[config.mk]
export PLATFORM = sky130hd
export DESIGN_NAME = cmwc_front
export DESIGN_NICKNAME = d
export VERILOG_FILES = /design/src/cmwc_pkg.sv /design/src/cmwc_front.sv
export VERILOG_INCLUDE_DIRS = /design/src /design/src/src
export SDC_FILE = /design/constraint.sdc
export NUM_CORES = 1
export LEC_CHECK = 0
export BUFFER_PORTS_ARGS = -buffer_cell sky130_fd_sc_hd__buf_2
export CORE_MARGIN = 2
export CORE_UTILIZATION = 45
export DETAILED_ROUTE_END_ITERATION = 8
export GPL_TIMING_DRIVEN = 1
export PLACE_DENSITY = 0.73
export REMOVE_ABC_BUFFERS = 1
export SLEW_MARGIN = 15
export SYNTH_ARGS = -nofsm -noshare
export SYNTH_HDL_FRONTEND = slang
export SYNTH_SLANG_ARGS = --single-unit
[constraint.sdc]
create_clock -name i_clk -period 2.35 [get_ports i_clk]
set_clock_uncertainty 0.1 [all_clocks]
set_input_delay 0.3525 -clock i_clk [delete_from_list [all_inputs] [get_ports i_clk]]
set_output_delay 0.3525 -clock i_clk [all_outputs]
set_load 0.01 [all_outputs]
[src/cmwc_random_generator_defines.svh]
// ============================================================================
// cmwc_random_generator_defines.svh
// Assertion macros shared by the generator's modules.
// ============================================================================
`ifndef CMWC_RANDOM_GENERATOR_DEFINES_SVH
`define CMWC_RANDOM_GENERATOR_DEFINES_SVH

// Check a property on every clock edge outside reset.
`define CMWC_ASSERT(label, prop, msg) \
    label: assert property (@(posedge i_clk) disable iff (!i_rst_n) (prop)) \
        else $error(msg);

// Check that a condition in one cycle implies another in the next cycle.
`define CMWC_ASSERT_NEXT(label, ante, cons, msg) \
    label: assert property (@(posedge i_clk) disable iff (!i_rst_n) \
        (ante) |=> (cons)) else $error(msg);

`endif

[src/cmwc_pkg.sv]
// ============================================================================
// cmwc_pkg
// Types and constants of the complement-multiply-with-carry generator.
// ============================================================================
package cmwc_pkg;

    localparam int TABLE_DEPTH = 4096;
    localparam int IDX_W       = $clog2(TABLE_DEPTH);
    localparam logic [IDX_W-1:0] LAST_IDX = IDX_W'(TABLE_DEPTH - 1);

    localparam logic [31:0] GOLDEN_STEP     = 32'h9e37_79b9;
    localparam logic [14:0] MULTIPLIER      = 15'd18782;
    localparam logic [31:0] COMPLEMENT_BASE = 32'hffff_fffe;
    localparam logic [31:0] CARRY_START     = 32'd362436;

    localparam int MUL_W  = 47;
    localparam int PROD_W = 48;

    localparam int Q_DEPTH = 2;
    localparam int QP_W    = (Q_DEPTH > 1) ? $clog2(Q_DEPTH) : 1;
    localparam int QC_W    = $clog2(Q_DEPTH + 1);

    localparam int DIV_STEPS = 32;
    localparam int DC_W      = $clog2(DIV_STEPS + 1);

    typedef enum logic [1:0] {
        OP_RESEED  = 2'd0,
        OP_RAW     = 2'd1,
        OP_BOUNDED = 2'd2,
        OP_NOP     = 2'd3
    } t_op;

    typedef struct packed {
        t_op         op;
        logic [30:0] bound;
        logic        bad;
    } t_cmd;

    typedef enum logic [2:0] {
        BK_IDLE,
        BK_FILL,
        BK_READ,
        BK_MAC,
        BK_FIX,
        BK_DSTART,
        BK_DIV,
        BK_DONE
    } t_back_state;

endpackage

[src/cmwc_front.sv]
// ============================================================================
// cmwc_front
// Input acceptance, opcode classification and command queue.
// ============================================================================
`include "cmwc_random_generator_defines.svh"

module cmwc_front (
    input  logic           i_clk,
    input  logic           i_rst_n,
    input  logic           i_valid,
    output logic           o_ready,
    input  logic [1:0]     i_op,
    input  logic [30:0]    i_bound,
    output cmwc_pkg::t_cmd o_cmd,
    output logic           o_cmd_valid,
    input  logic           i_pop
);
    import cmwc_pkg::*;

    t_cmd            r_q [Q_DEPTH];
    logic [QP_W-1:0] r_wr_ptr;
    logic [QP_W-1:0] r_rd_ptr;
    logic [QC_W-1:0] r_count;
    t_cmd            w_cmd;
    logic            w_push;

    // Flag a zero bound up front so the engine skips the remainder.
    always_comb begin
        w_cmd.op    = t_op'(i_op);
        w_cmd.bound = i_bound;
        w_cmd.bad   = (t_op'(i_op) == OP_BOUNDED) && (i_bound == '0);
    end

    assign o_ready     = (r_count != QC_W'(Q_DEPTH));
    assign w_push      = i_valid && o_ready;
    assign o_cmd_valid = (r_count != '0);
    assign o_cmd       = r_q[r_rd_ptr];

    always_ff @(posedge i_clk) begin
        if (w_push) begin
            r_q[r_wr_ptr] <= w_cmd;
        end
    end

    always_ff @(posedge i_clk) begin
        if (!i_rst_n) begin
            r_wr_ptr <= '0;
            r_rd_ptr <= '0;
            r_count  <= '0;
        end else begin
            if (w_push) begin
                r_wr_ptr <= (r_wr_ptr == QP_W'(Q_DEPTH - 1)) ? '0 : r_wr_ptr + 1'b1;
            end
            if (i_pop) begin
                r_rd_ptr <= (r_rd_ptr == QP_W'(Q_DEPTH - 1)) ? '0 : r_rd_ptr + 1'b1;
            end
            case ({w_push, i_pop})
                2'b10:   r_count <= r_count + 1'b1;
                2'b01:   r_count <= r_count - 1'b1;
                default: r_count <= r_count;
            endcase
        end
    end

    `CMWC_ASSERT(a_count_in_range, r_count <= QC_W'(Q_DEPTH), "queue count overflow")
    `CMWC_ASSERT(a_pop_nonempty, !i_pop || r_count != '0, "pop from empty queue")

endmodule

# After elaboration in Yosys (flattened, before gate mapping)
# Memories as Yosys holds them, arrays and structs flattened. A register that Yosys moved wholly into a read port is not among the register bits.
# Cells that the tools add are included.
[totals]
regBits = 4
mem_bits_rw = 68
input_bits = 37
out_inout_bits = 36
elab_cells = 24
memories = 1
[mem_list]
columns = ["name", "words", "word_bits", "rd", "rd_clocked_by_memory_dff", "write_ports", "line", "source"]
rows = [
  ["r_q", 2, 34, 1, 1, 1, "cmwc_front.sv:20", "t_cmd r_q [Q_DEPTH];"],
]
[classes]
add_sub_neg = 4
eq_ne = 4
muxes = 7
reduce_logical = 5
[ops]
columns = ["op", "n"]
rows = [
  ["logical NOT 31 bit", 1],
  ["two-way mux 1 bit", 6],
  ["== test 2 bit (second input constant)", 2],
  ["case mux 2 bit (2 select lines)", 1],
  ["nonzero test 2 bit", 2],
  ["adder 1 bit (second input constant)", 2],
  ["adder 2 x 1 -> 2 bit (second input constant)", 1],
  ["== test 2 x 1 -> 1 bit (second input constant)", 1],
  ["logical AND 1 bit", 2],
  ["inequality test 2 bit (second input constant)", 1],
  ["subtractor 2 x 1 -> 2 bit (second input constant)", 1],
]

# Longest topological paths before layout
[depth]
depth_word = 4
mapped_depth = 6
depth_no_buf = 6

# Worst setup path before layout
# Ideal clock, no wire load.
[synth_timing]
kind = "reg2reg"
from = "register r_count[0]"
to = "memory r_q[1][0] (netlist bit), enable pin"
setup_time_ns = 0.394
t_arrival_ns = 1.511
t_required_ns = 1.856
setup_slack_ns = 0.345
path_stages_with_launch = 3
n_path_buf = 0
synth_period_minus_slack_ns = 2.005
cell_sequence = "dfxtp_1 -> nand2b_1 -> and3_1"
[synth_between]
elab_chain_len = 4
[synth_lines]
columns = ["element", "line", "source"]
rows = [
  ["start: declaration", "cmwc_front.sv:23", "logic [QC_W-1:0] r_count;"],
  ["start signal: assignment", "cmwc_front.sv:58", "2'b10: r_count <= r_count + 1'b1;"],
  ["start signal: assignment", "cmwc_front.sv:59", "2'b01: r_count <= r_count - 1'b1;"],
  ["start signal: assignment", "cmwc_front.sv:60", "default: r_count <= r_count;"],
  ["inequality test 2 bit", "cmwc_front.sv:34", "assign o_ready = (r_count != QC_W'(Q_DEPTH));"],
  ["named net o_ready", "cmwc_front.sv:11", "output logic o_ready,"],
  ["logical AND 1 bit", "cmwc_front.sv:35", "assign w_push = i_valid && o_ready;"],
  ["two-way mux 1 bit", "cmwc_front.sv:40", "if (w_push) begin"],
  ["two-way mux 1 bit (not written as such)", "cmwc_front.sv:41", "r_q[r_wr_ptr] <= w_cmd;"],
  ["end: declaration", "cmwc_front.sv:20", ""],
]
# The timed path passes the listed nets, and every way through them passes these cells.

==> reports/qor.tcl <==
set qor(slew_of_the_pin_with_the_lowest_slew_margin_ns) 0.460
set qor(maxCapViolations) 0
set qor(dp_cells) 288
set qor(placementRows) 28
set qor(setup.worst_path.class) {reg -> out}
set qor(final_setup_violating_endpoints) 0
set qor(setup_total_negative_slack_ns) 0
set qor(cts_made_buffers) 9
set qor(worst_skew_pair.late_latency_ns) 0.33
set qor(path_clk_slew_ns) 0.07
set qor(globalRouteTotalUtil_pct) 14.4
set qor(tritoncts_num_sinks) 73
set qor(outcome) {completed}
set qor(post_synth_main_area_contributors) {sky130_fd_sc_hd__edfxtp_1, sky130_fd_sc_hd__mux2_2, sky130_fd_sc_hd__dfxtp_1}
set qor(hold_class) {in -> reg}
set qor(synthDominantCellAreaShare_pct) 74.6
set qor(cts_hold_repair.buffers) 0
set qor(cts-htree-levels) 3
set qor(post_synth_num_cell_types) 22
set qor(synth-seq-area-share_pct) 78.2
set qor(largest_net_degree_at_the_start_of_global_routing) 35
set qor(root_buffer) {sky130_fd_sc_hd__clkbuf_8}
set qor(floorplan.initialDensity_pct) 46.5
set qor(vdd_drop_max_v) 0.000506
set qor(crit_fanout) 34
set qor(drc) 0
set qor(finish.utilization_pct) 57.8
set qor(final_slew_viol_count) 0
set qor(cts_post_setup_buffers_inserted) 0
set qor(first_global_vias) 1438
set qor(rsz_0062_raised_after_global_routing) {no}
set qor(final.period_utilization_pct) 86.0
set qor(critical_path.startpoint_type) {register}
set qor(max_clock_freq_mhz) 495
set qor(initialDrtViolationCount) 87
set qor(global_route_wire_length_before_repair_um) 6780
set qor(die_height_um) 82.0
set qor(finalNonFillerCells) 304
set qor(drive_gt1_share_pct) 54.6
set qor(die_w_um) 82.0
set qor(dieArea_mm2) 0.00672
set qor(tritoncts) {built}
set qor(worst_endpoint_data_arrival_time_ns) 1.57
set qor(synth_largest_area_cell) {sky130_fd_sc_hd__edfxtp_1}
set qor(ctsLongestPathBuffers) 2
set qor(endpoint_kind) {primary output}
set qor(pre_cts_ws_ns) 0.662
set qor(dr.pass1.iters) 4
set qor(routed_wl_um) 4550
set qor(setup_slack_ns) 0.328
set qor(final.hold.worst_slack_ns) 0.122
set qor(synthesis.area_mm2) 0.00274
set qor(layout_common_cells) {sky130_fd_sc_hd__buf_2, sky130_fd_sc_hd__edfxtp_1, sky130_fd_sc_hd__mux2_2, sky130_fd_sc_hd__clkbuf_8, sky130_fd_sc_hd__nor4_1}
set qor(number_of_antenna_violations_at_the_first_check_in_global_routing) 0
set qor(hold_violations) 0
set qor(dpl.hpwl_um) 3060
set qor(cp.required_ns) 1.90
set qor(yosys_warnings) 0
set qor(route.antenna.remaining_nets) 0
set qor(route.detailed.vias_per_inst) 4.95
set qor(areaGrowthSynthToFinish_pct) 24.4
set qor(power_leakage_nw) 1.28
set qor(layout_commonest_cell) {sky130_fd_sc_hd__buf_2}
set qor(post_drt_wl_per_cell_um) 15.0
set qor(timing.final.crit_period_ns) 2.02
set qor(port_buffers) 72
set qor(grt.overflow.total) 0
set qor(slew_headroom_pct) 69.3
set qor(netlist_instances) 142
set qor(cts-resized-gates) 0
set qor(nNetsFinal) 262
set qor(p_per_area_mw_per_mm2) 885
set qor(core_area_mm2) 0.00589
set qor(synth.ff_latch_count) 73
set qor(antenna_cells) 0
set qor(detailroute.via_count) 1505
set qor(syn-mean-instance-area_um2) 19.3
set qor(gp_routability_congestion) 0.745
set qor(floorplan.io_pins) 73
==> worst paths after layout <==
check               from         end  slack (ns)  cells after the start
max             register   o_cmd[27]        0.33                      3
max reg2reg   r_count[0]  r_count[1]        0.69                      5
min          i_bound[16]  r_q[0][17]        0.12                      1
min reg2reg   r_count[1]  r_count[1]        0.41                      2
==> per-stage QoR <==
stage / area [um2] / total power, W
finish: 3400 / 0.00301
global route: 3400 / 0.00315
CTS: 3400 / 0.00305
detailed placement: 3190 / 0.00204
global placement: 3190 / 0.00203
floorplan: 2720 / 0.00186
==> state kept, by name, summed over array words and instances (netlist names), named ones only <==
name,flops
r_rd_ptr,1
r_q,68
r_wr_ptr,1
r_count,2
==> cell families after synthesis <==
group	share of synthesized area (%)
DFF	78.2
muxes	14.0
and+or+nand+nor	4.43
buffers and inverters	1.01
AOI/OAI and AO/OA	0.914
xor gates and xnor gates	0.960
adders and majority gates	0.457
==> worst max-delay path: stages, from the launching register on <==
cell	delay (ns)
sky130_fd_sc_hd__dfxtp_1	0.31
sky130_fd_sc_hd__buf_4	0.37
sky130_fd_sc_hd__mux2_2	0.40
sky130_fd_sc_hd__buf_2	0.14
==> per-layer routing <==
layer | vias up | GRT usage [%] | share of wire, %
met5 | - | 0 | 0
met4 | 0 | 9.33 | 1.9
met3 | 9 | 4.62 | 4.8
met2 | 50 | 23.4 | 53
met1 | 721 | 16.3 | 40
li1 | 725 | - | -
==> layout make-up <==
type,instances,area (um2)
fillers,478,2480
flip-flops and latches,73,2140
multi-input cells,63,568
repair buffers,75,383
clock buffers,10,128
well taps,75,93.8
clock inverters,6,82.6
inverters,2,7.51
==> power by group <==
group          internal (W)  switching (W)
Combinational      0.000191       0.000225
Clock              0.000592       0.000417
Sequential          0.00156      0.0000309
Total               0.00234       0.000673
==> cells in the mapped netlist <==
library cell,number
sky130_fd_sc_hd__a21bo_2,1
sky130_fd_sc_hd__a21oi_1,2
sky130_fd_sc_hd__and3_1,1
sky130_fd_sc_hd__buf_2,4
sky130_fd_sc_hd__dfxtp_1,5
sky130_fd_sc_hd__edfxtp_1,68
sky130_fd_sc_hd__ha_1,1
sky130_fd_sc_hd__inv_1,2
sky130_fd_sc_hd__mux2_2,34
sky130_fd_sc_hd__nand2_1,1
sky130_fd_sc_hd__nand2b_1,1
sky130_fd_sc_hd__nand3b_1,1
sky130_fd_sc_hd__nand4_1,2
sky130_fd_sc_hd__nor2_1,4
sky130_fd_sc_hd__nor3_1,1
sky130_fd_sc_hd__nor4_1,6
sky130_fd_sc_hd__nor4b_1,1
sky130_fd_sc_hd__o21ai_0,1
sky130_fd_sc_hd__or2_2,1
sky130_fd_sc_hd__or3_1,2
sky130_fd_sc_hd__xnor2_1,2
sky130_fd_sc_hd__xor2_1,1
Note: power is estimated with default switching activity, not from simulation.
